$ cat config.mk
export PLATFORM = sky130hd
export DESIGN_NAME = bump_arena_allocator
export DESIGN_NICKNAME = d
export VERILOG_FILES = /design/src/hdl/baa_pkg.sv /design/src/hdl/baa_ctrl.sv /design/src/hdl/baa_dp.sv /design/src/hdl/bump_arena_allocator.sv
export SDC_FILE = /design/constraint.sdc
export NUM_CORES = 2
export LEC_CHECK = 0
export BUFFER_PORTS_ARGS = -buffer_cell sky130_fd_sc_hd__buf_2
export CAP_MARGIN = 20
export CORE_MARGIN = 1
export CORE_UTILIZATION = 55
export CTS_BUF_LIST = sky130_fd_sc_hd__clkbuf_8
export DETAILED_ROUTE_END_ITERATION = 7
export PLACE_DENSITY_LB_ADDON = 0.2
export SLEW_MARGIN = 20
export SYNTH_ARGS = -nofsm -noshare
export SYNTH_HDL_FRONTEND = slang
export SYNTH_SLANG_ARGS = --single-unit
$ cat constraint.sdc
create_clock -name i_clk -period 11.13 [get_ports i_clk]
set_input_delay 1.113 -clock i_clk [delete_from_list [all_inputs] [get_ports i_clk]]
set_output_delay 1.113 -clock i_clk [all_outputs]
set_load 0.1 [all_outputs]
$ cat src/hdl/baa_pkg.sv
// shared types, constants and codes of the bump arena allocator
`default_nettype none

package baa_pkg;

    // word layouts
    localparam int S_TDATA_W = 72;
    localparam int M_TDATA_W = 104;

    // action codes (input tuser)
    localparam logic [1:0] ACT_ALLOC  = 2'd0;
    localparam logic [1:0] ACT_GRANT  = 2'd1;
    localparam logic [1:0] ACT_REWIND = 2'd2;

    // status codes (output tuser)
    localparam logic [1:0] ST_OK        = 2'd0;
    localparam logic [1:0] ST_NEED      = 2'd1;
    localparam logic [1:0] ST_OOM       = 2'd2;
    localparam logic [1:0] ST_NO_PEND   = 2'd3;

    // register indexes (paddr[2])
    localparam logic REG_MIN_ALIGN = 1'b0;
    localparam logic REG_LIMIT     = 1'b1;

    // arena constants
    localparam logic [31:0] FOOTER_BYTES      = 32'd48;
    localparam logic [31:0] BASE_CHUNK_BYTES  = 32'd4096;
    localparam logic [31:0] MIN_CHUNK_USABLE  = BASE_CHUNK_BYTES - FOOTER_BYTES;
    localparam logic [4:0]  CHUNK_ALIGN_LOG2  = 5'd4;
    localparam logic [31:0] CHUNK_ALIGN_MASK  = 32'd15;
    localparam logic [2:0]  MAX_MIN_ALIGN_LOG2 = 3'd4;
    localparam logic [31:0] NO_LIMIT          = 32'hFFFF_FFFF;

    // datapath operations
    typedef logic [4:0] t_op;
    localparam t_op OP_NONE     = 5'd0;
    localparam t_op OP_LOAD     = 5'd1;
    localparam t_op OP_ZERO     = 5'd2;
    localparam t_op OP_NO_PEND  = 5'd3;
    localparam t_op OP_REFUSE   = 5'd4;
    localparam t_op OP_INSTALL  = 5'd5;
    localparam t_op OP_SUM      = 5'd6;
    localparam t_op OP_SETBUMP  = 5'd7;
    localparam t_op OP_REWIND   = 5'd8;
    localparam t_op OP_RND      = 5'd9;
    localparam t_op OP_SUB      = 5'd10;
    localparam t_op OP_FIT      = 5'd11;
    localparam t_op OP_OOM      = 5'd12;
    localparam t_op OP_PREV     = 5'd13;
    localparam t_op OP_DBL      = 5'd14;
    localparam t_op OP_RS       = 5'd15;
    localparam t_op OP_LIM      = 5'd16;
    localparam t_op OP_US       = 5'd17;
    localparam t_op OP_TOT      = 5'd18;
    localparam t_op OP_TALIGN   = 5'd19;
    localparam t_op OP_COMMIT   = 5'd20;
    localparam t_op OP_OUT      = 5'd21;

    // configuration seen by the datapath
    typedef struct packed {
        logic [2:0]  min_align_log2;
        logic [31:0] byte_cap;
    } t_cfg;

    // controller to datapath
    typedef struct packed {
        t_op op;
    } t_cmd;

    // datapath to controller
    typedef struct packed {
        logic [1:0] act;
        logic       req_zero;
        logic       have;
        logic       pending;
        logic       base_zero;
        logic       fail;
        logic       fit;
    } t_sts;

    // mask of the low lg bits
    function automatic logic [31:0] lo_mask(input logic [4:0] lg);
        lo_mask = ~(32'hFFFF_FFFF << lg);
    endfunction

endpackage

`default_nettype wire

$ cat src/hdl/baa_ctrl.sv
// sequencer of the bump arena allocator: handshakes and step order
`default_nettype none

module baa_ctrl import baa_pkg::*; (
    input  wire logic i_clk,
    input  wire logic i_rst_n,
    input  wire logic i_s_tvalid,
    output logic      o_s_tready,
    output logic      o_m_tvalid,
    input  wire logic i_m_tready,
    input  wire t_sts i_sts,
    output t_cmd      o_cmd
);

    localparam logic [4:0] S_IDLE    = 5'd0;
    localparam logic [4:0] S_DEC     = 5'd1;
    localparam logic [4:0] S_SUM     = 5'd2;
    localparam logic [4:0] S_SETBUMP = 5'd3;
    localparam logic [4:0] S_RND     = 5'd4;
    localparam logic [4:0] S_REWIND  = 5'd5;
    localparam logic [4:0] S_SUB     = 5'd6;
    localparam logic [4:0] S_FIT     = 5'd7;
    localparam logic [4:0] S_PREV    = 5'd8;
    localparam logic [4:0] S_DBL     = 5'd9;
    localparam logic [4:0] S_RS      = 5'd10;
    localparam logic [4:0] S_LIM     = 5'd11;
    localparam logic [4:0] S_US      = 5'd12;
    localparam logic [4:0] S_TOT     = 5'd13;
    localparam logic [4:0] S_TALIGN  = 5'd14;
    localparam logic [4:0] S_COMMIT  = 5'd15;
    localparam logic [4:0] S_FIN     = 5'd16;

    logic [4:0] r_state, n_state;
    logic       r_out_valid, n_out_valid;

    // step order
    always_comb begin
        n_state     = r_state;
        n_out_valid = r_out_valid;
        o_cmd.op    = OP_NONE;
        if (r_out_valid && i_m_tready) begin
            n_out_valid = 1'b0;
        end
        case (r_state)
            S_IDLE: begin
                if (i_s_tvalid) begin
                    o_cmd.op = OP_LOAD;
                    n_state  = S_DEC;
                end
            end
            S_DEC: begin
                case (i_sts.act)
                    ACT_ALLOC: begin
                        if (i_sts.req_zero) begin
                            o_cmd.op = OP_ZERO;
                            n_state  = S_FIN;
                        end else begin
                            o_cmd.op = OP_RND;
                            n_state  = i_sts.have ? S_SUB : S_PREV;
                        end
                    end
                    ACT_GRANT: begin
                        if (!i_sts.pending) begin
                            o_cmd.op = OP_NO_PEND;
                            n_state  = S_FIN;
                        end else if (i_sts.base_zero) begin
                            o_cmd.op = OP_REFUSE;
                            n_state  = S_FIN;
                        end else begin
                            o_cmd.op = OP_INSTALL;
                            n_state  = S_SUM;
                        end
                    end
                    ACT_REWIND: begin
                        if (i_sts.have) begin
                            o_cmd.op = OP_SUM;
                            n_state  = S_REWIND;
                        end else begin
                            n_state = S_FIN;
                        end
                    end
                    default: begin
                        n_state = S_FIN;
                    end
                endcase
            end
            S_SUM: begin
                o_cmd.op = OP_SUM;
                n_state  = S_SETBUMP;
            end
            S_SETBUMP: begin
                o_cmd.op = OP_SETBUMP;
                n_state  = S_RND;
            end
            S_RND: begin
                o_cmd.op = OP_RND;
                n_state  = S_SUB;
            end
            S_REWIND: begin
                o_cmd.op = OP_REWIND;
                n_state  = S_FIN;
            end
            S_SUB: begin
                if (i_sts.fail) begin
                    o_cmd.op = OP_OOM;
                    n_state  = S_FIN;
                end else begin
                    o_cmd.op = OP_SUB;
                    n_state  = S_FIT;
                end
            end
            S_FIT: begin
                if (i_sts.fit) begin
                    o_cmd.op = OP_FIT;
                    n_state  = S_FIN;
                end else if (i_sts.act == ACT_GRANT) begin
                    o_cmd.op = OP_OOM;
                    n_state  = S_FIN;
                end else begin
                    o_cmd.op = OP_PREV;
                    n_state  = S_DBL;
                end
            end
            S_PREV: begin
                o_cmd.op = OP_PREV;
                n_state  = S_DBL;
            end
            S_DBL: begin
                o_cmd.op = OP_DBL;
                n_state  = S_RS;
            end
            S_RS: begin
                o_cmd.op = OP_RS;
                n_state  = S_LIM;
            end
            S_LIM: begin
                o_cmd.op = OP_LIM;
                n_state  = S_US;
            end
            S_US: begin
                o_cmd.op = OP_US;
                n_state  = S_TOT;
            end
            S_TOT: begin
                o_cmd.op = OP_TOT;
                n_state  = S_TALIGN;
            end
            S_TALIGN: begin
                o_cmd.op = OP_TALIGN;
                n_state  = S_COMMIT;
            end
            S_COMMIT: begin
                o_cmd.op = OP_COMMIT;
                n_state  = S_FIN;
            end
            S_FIN: begin
                // move the result into the output register once it is free
                if (!r_out_valid || i_m_tready) begin
                    o_cmd.op    = OP_OUT;
                    n_out_valid = 1'b1;
                    n_state     = S_IDLE;
                end
            end
            default: begin
                n_state = S_IDLE;
            end
        endcase
    end

    // state registers
    always_ff @(posedge i_clk) begin
        if (!i_rst_n) begin
            r_state     <= S_IDLE;
            r_out_valid <= 1'b0;
        end else begin
            r_state     <= n_state;
            r_out_valid <= n_out_valid;
        end
    end

    assign o_s_tready = (r_state == S_IDLE);
    assign o_m_tvalid = r_out_valid;

endmodule

`default_nettype wire

$ cat src/hdl/baa_dp.sv
// datapath of the bump arena allocator: arena state, pending request, arithmetic
`default_nettype none

module baa_dp import baa_pkg::*; (
    input  wire logic                  i_clk,
    input  wire logic                  i_rst_n,
    input  wire t_cfg                  i_cfg,
    input  wire t_cmd                  i_cmd,
    input  wire logic [S_TDATA_W-1:0]  i_s_tdata,
    input  wire logic [1:0]            i_s_tuser,
    output logic      [M_TDATA_W-1:0]  o_m_tdata,
    output logic      [1:0]            o_m_tuser,
    output t_sts                       o_sts
);

    // arena state
    logic [31:0] r_cs, r_bump, r_total, r_usable, r_alloc;
    logic        r_have;
    // pending request
    logic        r_pv;
    logic [31:0] r_psize, r_pusable, r_ptotal;
    logic [4:0]  r_palign;
    // working registers of the current word
    logic [1:0]  r_act;
    logic        r_req_zero;
    logic [31:0] r_sz, r_base;
    logic [4:0]  r_al;
    logic [31:0] r_asz, r_end, r_res, r_tmp, r_nsz, r_rem, r_us;
    logic        r_borrow, r_fail;
    // result and output registers
    logic [1:0]  r_status, r_o_status;
    logic [31:0] r_addr, r_need, r_o_addr, r_o_need, r_o_bytes;
    logic [4:0]  r_nlg, r_o_nlg;

    logic [4:0]  w_ml, w_rl, w_cl;
    logic [31:0] w_rl_mask, w_cl_mask, w_al_mask, w_ml_mask;
    logic [32:0] w_rnd_sum, w_sub, w_us_sum, w_tot_sum, w_ta_sum;
    logic [31:0] w_prev, w_dbl, w_rem;
    logic        w_fit;

    // alignment selection and the single add of each step
    always_comb begin
        w_ml      = (i_cfg.min_align_log2 > MAX_MIN_ALIGN_LOG2) ?
                    {2'b00, MAX_MIN_ALIGN_LOG2} : {2'b00, i_cfg.min_align_log2};
        w_rl      = (r_al > w_ml) ? r_al : w_ml;
        w_cl      = (w_rl > CHUNK_ALIGN_LOG2) ? w_rl : CHUNK_ALIGN_LOG2;
        w_rl_mask = lo_mask(w_rl);
        w_cl_mask = lo_mask(w_cl);
        w_al_mask = lo_mask(r_al);
        w_ml_mask = lo_mask(w_ml);
        w_rnd_sum = {1'b0, r_sz} + {1'b0, w_rl_mask};
        w_sub     = {1'b0, r_end} - {1'b0, r_asz};
        w_fit     = !r_borrow && (r_res >= r_cs);
        w_prev    = (r_have && (r_total >= FOOTER_BYTES)) ? (r_total - FOOTER_BYTES) : 32'd0;
        w_dbl     = r_tmp[31] ? 32'hFFFF_FFFF : {r_tmp[30:0], 1'b0};
        w_rem     = (i_cfg.byte_cap > r_alloc) ?
                    (i_cfg.byte_cap - r_alloc) : 32'd0;
        w_us_sum  = {1'b0, r_nsz} + {1'b0, CHUNK_ALIGN_MASK};
        w_tot_sum = {1'b0, r_us} + {1'b0, FOOTER_BYTES};
        w_ta_sum  = {1'b0, r_tmp} + {1'b0, w_cl_mask};
    end

    // step execution
    always_ff @(posedge i_clk) begin
        if (!i_rst_n) begin
            r_cs       <= '0;
            r_bump     <= '0;
            r_total    <= '0;
            r_usable   <= '0;
            r_alloc    <= '0;
            r_have     <= 1'b0;
            r_pv       <= 1'b0;
            r_psize    <= '0;
            r_palign   <= '0;
            r_pusable  <= '0;
            r_ptotal   <= '0;
            r_act      <= ACT_ALLOC;
            r_req_zero <= 1'b0;
            r_fail     <= 1'b0;
            r_borrow   <= 1'b0;
            r_status   <= ST_OK;
        end else begin
            case (i_cmd.op)
                OP_LOAD: begin
                    r_act      <= i_s_tuser;
                    r_req_zero <= (i_s_tdata[31:0] == 32'd0);
                    r_sz       <= (i_s_tuser == ACT_GRANT) ? r_psize : i_s_tdata[31:0];
                    r_al       <= (i_s_tuser == ACT_GRANT) ? r_palign : i_s_tdata[36:32];
                    r_base     <= i_s_tdata[68:37];
                    r_fail     <= 1'b0;
                    r_status   <= ST_OK;
                    r_addr     <= '0;
                    r_need     <= '0;
                    r_nlg      <= '0;
                end
                OP_ZERO: begin
                    r_addr <= r_bump & ~w_al_mask;
                end
                OP_NO_PEND: begin
                    r_status <= ST_NO_PEND;
                end
                OP_REFUSE: begin
                    r_pv     <= 1'b0;
                    r_status <= ST_OOM;
                end
                OP_INSTALL: begin
                    r_pv     <= 1'b0;
                    r_cs     <= r_base;
                    r_usable <= r_pusable;
                    r_total  <= r_ptotal;
                    r_alloc  <= r_alloc + r_pusable;
                    r_have   <= 1'b1;
                end
                OP_SUM: begin
                    r_tmp <= r_cs + r_usable;
                end
                OP_SETBUMP: begin
                    r_bump <= r_tmp & ~w_ml_mask;
                end
                OP_REWIND: begin
                    r_bump  <= r_tmp & ~w_ml_mask;
                    r_alloc <= r_usable;
                end
                // rounded size and end of the free region
                OP_RND: begin
                    r_asz  <= w_rnd_sum[31:0] & ~w_rl_mask;
                    r_fail <= w_rnd_sum[32];
                    r_end  <= (r_al <= w_ml) ? r_bump : (r_bump & ~w_al_mask);
                end
                OP_SUB: begin
                    r_borrow <= w_sub[32];
                    r_res    <= w_sub[31:0];
                end
                OP_FIT: begin
                    r_bump <= r_res;
                    r_addr <= r_res;
                end
                OP_OOM: begin
                    r_status <= ST_OOM;
                    r_addr   <= '0;
                end
                // new chunk sizing
                OP_PREV: begin
                    r_tmp <= w_prev;
                end
                OP_DBL: begin
                    r_nsz <= (w_dbl < MIN_CHUNK_USABLE) ? MIN_CHUNK_USABLE : w_dbl;
                end
                OP_RS: begin
                    r_nsz <= (r_nsz < r_asz) ? r_asz : r_nsz;
                    r_rem <= w_rem;
                end
                OP_LIM: begin
                    if ((i_cfg.byte_cap != NO_LIMIT) && (r_nsz > r_rem)) begin
                        if (r_asz > r_rem) begin
                            r_fail <= 1'b1;
                        end else begin
                            r_nsz <= r_asz;
                        end
                    end
                end
                OP_US: begin
                    r_us <= w_us_sum[31:0] & ~CHUNK_ALIGN_MASK;
                    if (w_us_sum[32]) begin
                        r_fail <= 1'b1;
                    end
                end
                OP_TOT: begin
                    r_tmp <= w_tot_sum[31:0];
                    if (w_tot_sum[32]) begin
                        r_fail <= 1'b1;
                    end
                end
                OP_TALIGN: begin
                    r_tmp <= w_ta_sum[31:0] & ~w_cl_mask;
                    if (w_ta_sum[32] || ((w_ta_sum[31:0] & ~w_cl_mask) == 32'd0)) begin
                        r_fail <= 1'b1;
                    end
                end
                OP_COMMIT: begin
                    if (r_fail) begin
                        r_status <= ST_OOM;
                    end else begin
                        r_status  <= ST_NEED;
                        r_need    <= r_tmp;
                        r_nlg     <= w_cl;
                        r_pv      <= 1'b1;
                        r_psize   <= r_sz;
                        r_palign  <= r_al;
                        r_pusable <= r_us;
                        r_ptotal  <= r_tmp;
                    end
                end
                default: begin
                end
            endcase
        end
    end

    // output register
    always_ff @(posedge i_clk) begin
        if (i_cmd.op == OP_OUT) begin
            r_o_status <= r_status;
            r_o_addr   <= r_addr;
            r_o_need   <= r_need;
            r_o_nlg    <= r_nlg;
            r_o_bytes  <= r_alloc;
        end
    end

    assign o_m_tdata = {3'b000, r_o_bytes, r_o_nlg, r_o_need, r_o_addr};
    assign o_m_tuser = r_o_status;

    // status toward the sequencer
    always_comb begin
        o_sts.act       = r_act;
        o_sts.req_zero  = r_req_zero;
        o_sts.have      = r_have;
        o_sts.pending   = r_pv;
        o_sts.base_zero = (r_base == 32'd0);
        o_sts.fail      = r_fail;
        o_sts.fit       = w_fit;
    end

endmodule

`default_nettype wire

$ cat src/hdl/bump_arena_allocator.sv
// bump arena allocator: one word in, one result word out, one word at a time
// the next word enters while a result waits in the output register
// reset (synchronous, active low) empties the arena, drops the pending request,
// sets min_align_log2 to 0 and the byte cap to all ones
`default_nettype none

module bump_arena_allocator import baa_pkg::*; (
    input  wire logic                 i_clk,
    input  wire logic                 i_rst_n,
    input  wire logic                 i_s_tvalid,
    output logic                      o_s_tready,
    // request_bytes[31:0], align_log2[36:32], chunk_base[68:37], zero fill
    input  wire logic [S_TDATA_W-1:0] i_s_tdata,
    // action[1:0]
    input  wire logic [1:0]           i_s_tuser,
    output logic                      o_m_tvalid,
    input  wire logic                 i_m_tready,
    // address[31:0], chunk_bytes_needed[63:32], chunk_align_log2[68:64],
    // bytes_in_use[100:69], zero fill
    output logic      [M_TDATA_W-1:0] o_m_tdata,
    // status[1:0]
    output logic      [1:0]           o_m_tuser,
    input  wire logic                 psel,
    input  wire logic                 penable,
    input  wire logic                 pwrite,
    input  wire logic [2:0]           paddr,
    input  wire logic [31:0]          pwdata,
    output logic      [31:0]          prdata,
    output logic                      pready
);

    logic [2:0]  r_min_align;
    logic [31:0] r_limit;
    t_cfg        w_cfg;
    t_cmd        w_cmd;
    t_sts        w_sts;

    // configuration registers
    always_ff @(posedge i_clk) begin
        if (!i_rst_n) begin
            r_min_align <= '0;
            r_limit     <= NO_LIMIT;
        end else if (psel && penable && pwrite && pready) begin
            if (paddr[2] == REG_MIN_ALIGN) begin
                r_min_align <= pwdata[2:0];
            end else begin
                r_limit <= pwdata;
            end
        end
    end

    assign pready = 1'b1;
    assign prdata = (paddr[2] == REG_LIMIT) ? r_limit : {29'd0, r_min_align};

    assign w_cfg.min_align_log2 = r_min_align;
    assign w_cfg.byte_cap       = r_limit;

    baa_ctrl u_ctrl (
        .i_clk      (i_clk),
        .i_rst_n    (i_rst_n),
        .i_s_tvalid (i_s_tvalid),
        .o_s_tready (o_s_tready),
        .o_m_tvalid (o_m_tvalid),
        .i_m_tready (i_m_tready),
        .i_sts      (w_sts),
        .o_cmd      (w_cmd)
    );

    baa_dp u_dp (
        .i_clk     (i_clk),
        .i_rst_n   (i_rst_n),
        .i_cfg     (w_cfg),
        .i_cmd     (w_cmd),
        .i_s_tdata (i_s_tdata),
        .i_s_tuser (i_s_tuser),
        .o_m_tdata (o_m_tdata),
        .o_m_tuser (o_m_tuser),
        .o_sts     (w_sts)
    );

endmodule

`default_nettype wire

==> impl_metrics.yaml <==
clock_tree:
  ctsResizeCount: 0
  numCtsBuffers: 130
  ctsHtreeMaxLevel: 4
  cts.clk_slew.worst_paths_ps: 70
  clk_latency_ps: 800
  cts_hold_buf: 0
  cts_tree: "built"
  cts-root-buf: "clkbuf_8"
  cts.sinks: 756
  postCtsSetupRepairBufs: 0
  clockBufferDepth: 3
route:
  first_pass_iters: 6
  drc_errors: 0
  avgRoutedWirePerCell_um: 24.3
  via_count: 35000
  drt_iter0_markers: 3963
  wirelength_mm: 139
  postRouteAntennaNets: 0
  vias_per_cell: 6.12
timing:
  fmax_mhz: 149
  finalHoldViolations: 0
  finalSetupViolations: 0
  skew_ps: 29.0
  finalCritPeriodShare: 0.603
  rsz0062_at_grt: "no"
  tightest_slew_ps: 1150
  relSlewSlack: 0.228
  slew_violations: 0
  tns_ps: 0
  fin_crit_ps: 6710
grt:
  grt_pass1_vias: 32200
  antenna_found_initial: 10
  grt_pass1_wl_mm: 203
  grt_max_degree: 89
  grt_usage: 0.357
  overflow: 0
synthesis:
  syn_inst: 4388
  synth_ff_type: "edfxtp_1"
  synthTopCellsByArea: "edfxtp_1 33%, dfxtp_1 14%, ha_1 9.2%"
  ys_seq_area_frac: 0.473
  synth_seq_cells: 756
  netlist_area_um2: 41700
  synth_top_area_frac: 0.329
  ys_warn_count: 0
  synthTopCellsByCount: "662 x nand2_1, 457 x edfxtp_1, 412 x a21oi_1"
  synth_edf_count: 457
  yosysTopAreaCell: "edfxtp_1"
  yosysMostFrequentCell: "nand2_1"
  postSynth.asyncResetShare: 0
  ys_types: 96
  avgSynthCellArea_um2: 9.49
floorplanning:
  row_count: 100
  die_w_um: 277
  die-area_um2: 76800
  start_util: 0.558
  die_h_um: 277
  ios: 257
  coreArea_um2: 74700
cells_and_area:
  drive_gt1_frac: 0.125
  fillers: 6350
  postLayoutCellArea_um2: 46600
  nets: 5072
  area_delta_synth_final_pct: 11.8
  final_core_util: 0.624
worst_setup_path:
  required_ps: 11780
  worstPathMaxFanout: 8
  setup.worst_path.start_class: "flop"
  cp-end-kind: "flop"
  worstSetupPathType: "flop to flop"
  critPathArrivalTime_ps: 7360
placed_design:
  place_congestion: 1.02
  dp_hpwl_mm: 105
  portBuffers: 243
  placed_area_um2: 43900
power_and_ir_drop:
  switchingPower_w: 0.00325
  leakage_nw: 18.3
  p_sw_frac: 0.371
  clockPowerShare: 0.293
  p_per_area_nw_per_um2: 188
  internal_power_w: 0.00550
  max-vdd-ir-drop_uv: 251
  combPwrFrac: 0.288
  seq_power_share: 0.419
  power_w: 0.00875
worst_hold_path:
  min-delay-path-class: "flop to flop"
run:
  drv_cap: 0
status:
  status: "complete, no violations"
==> registers in the layout, indices dropped and copies added (netlist names), 32 cells and up <==
name / count
r_limit: 32
u_dp.r_addr: 32
u_dp.r_asz: 32
u_dp.r_base: 32
u_dp.r_bump: 32
u_dp.r_cs: 32
u_dp.r_end: 32
u_dp.r_need: 32
u_dp.r_nsz: 32
u_dp.r_o_addr: 32
u_dp.r_o_need: 32
u_dp.r_psize: 32
u_dp.r_ptotal: 32
u_dp.r_rem: 32
u_dp.r_res: 32
u_dp.r_sz: 32
u_dp.r_tmp: 32
u_dp.r_total: 32
==> metal layers <==
layer / GRT usage / wire [µm] / vias up
li1: - / - / 16300
met1: 0.483 / 56800 / 16600
met2: 0.526 / 59800 / 1807
met3: 0.0838 / 14300 / 334
met4: 0.198 / 8160 / 10
met5: 0 / 97 / -
==> cells by family after synthesis <==
logic type | Yosys count | synth area share
simple gates | 1551 | 0.172
compound gates | 1056 | 0.160
flops | 756 | 0.473
buf+inv | 446 | 0.0420
fa+ha+maj | 312 | 0.0946
xor+xnor | 214 | 0.0450
mux | 51 | 0.0134
other cells | 2 | 0.000180
==> cell usage in the layout (no fill, tap or decap), types with 24 or more instances in the layout <==
master / synthesis / layout
mux2_2: 39 / 39
nor4_1: 38 / 38
edfxtp_1: 457 / 457
a31oi_1: 32 / 32
a21oi_1: 412 / 409
nand2_1: 662 / 662
buf_2: 36 / 243
buf_4: 8 / 54
or3_1: 26 / 25
xor2_1: 94 / 94
a211oi_1: 48 / 48
o21ai_0: 190 / 188
clkbuf_8: 0 / 153
inv_1: 257 / 297
a311oi_1: 27 / 27
nor3_1: 94 / 93
xnor2_1: 120 / 120
dfxtp_1: 299 / 299
ha_1: 307 / 307
clkinv_2: 0 / 24
a21o_1: 88 / 88
nand3_1: 106 / 106
nand2b_1: 49 / 49
nor2b_1: 45 / 43
and2_1: 81 / 78
nor2_1: 301 / 295
nand4_1: 56 / 56
and3_1: 37 / 37
o21a_1: 27 / 27
==> final timing paths <==
path                                                     from                          end  slack (ps)  cells past startpoint
worst max-delay path              r_min_align[2]$_SDFFE_PN0P_     u_dp.r_fail$_SDFFE_PN0P_        4420                     22
worst max register to register    r_min_align[2]$_SDFFE_PN0P_     u_dp.r_fail$_SDFFE_PN0P_        4420                     22
worst min register to register  u_dp.r_need[13]$_SDFFCE_PN0P_  u_dp.r_o_need[13]$_DFFE_PN_         410                      0
worst min-delay path            u_dp.r_need[13]$_SDFFCE_PN0P_  u_dp.r_o_need[13]$_DFFE_PN_         410                      0
==> critical path, stage by stage, from the launching register on <==
cell and delay, ps:
dfxtp_1 660, inv_1 360, nand2_1 180, ha_1 250
a211oi_1 640, or2_2 320, nand2_1 200, nand3_1 130
o21ai_0 220, or2_2 360, ha_1 330, nor2b_1 170
o31a_1 300, o211ai_1 350, a21oi_1 190, o311ai_0 600
a21oi_1 220, nand2_1 140, a21boi_0 130, nor4_1 360
o21ai_0 150, o21ba_2 250, nor3_2 30
==> per-stage QoR <==
stage / hold WS [ps] / instances / setup WS [ps]
2_1_floorplan: 400 / 4400 / 2140
3_3_place_gp: 402 / 5478 / 4730
3_5_place_dp: 405 / 5479 / 4710
4_1_cts: 410 / 5719 / 4650
5_1_grt: 423 / 5722 / 4260
6_report: 410 / 5724 / 4420
==> final cells by class <==
class / count / area, µm² / area share
clock buffer: 153 / 2110 / 0.0452
antenna: 3 / 7.51 / 0.000161
multi-input combinational: 3198 / 20400 / 0.437
tap: 969 / 1210 / 0.0260
inverter: 258 / 976 / 0.0210
clock inverter: 87 / 523 / 0.0112
sequential: 756 / 19700 / 0.423
timing repair buffer: 300 / 1670 / 0.0358
==> power by group through the flow <==
stage | clock network, W | logic (W) | registers, W
finish | 0.00256 | 0.00252 | 0.00367
global route | 0.00271 | 0.00272 | 0.00368
CTS | 0.00259 | 0.00247 | 0.00366
detailed placement | 0 | 0.00245 | 0.00371
global placement | 0 | 0.00243 | 0.00371
floorplan | 0 | 0.00168 | 0.00370
No activity file was read; power rests on OpenSTA's default activity.
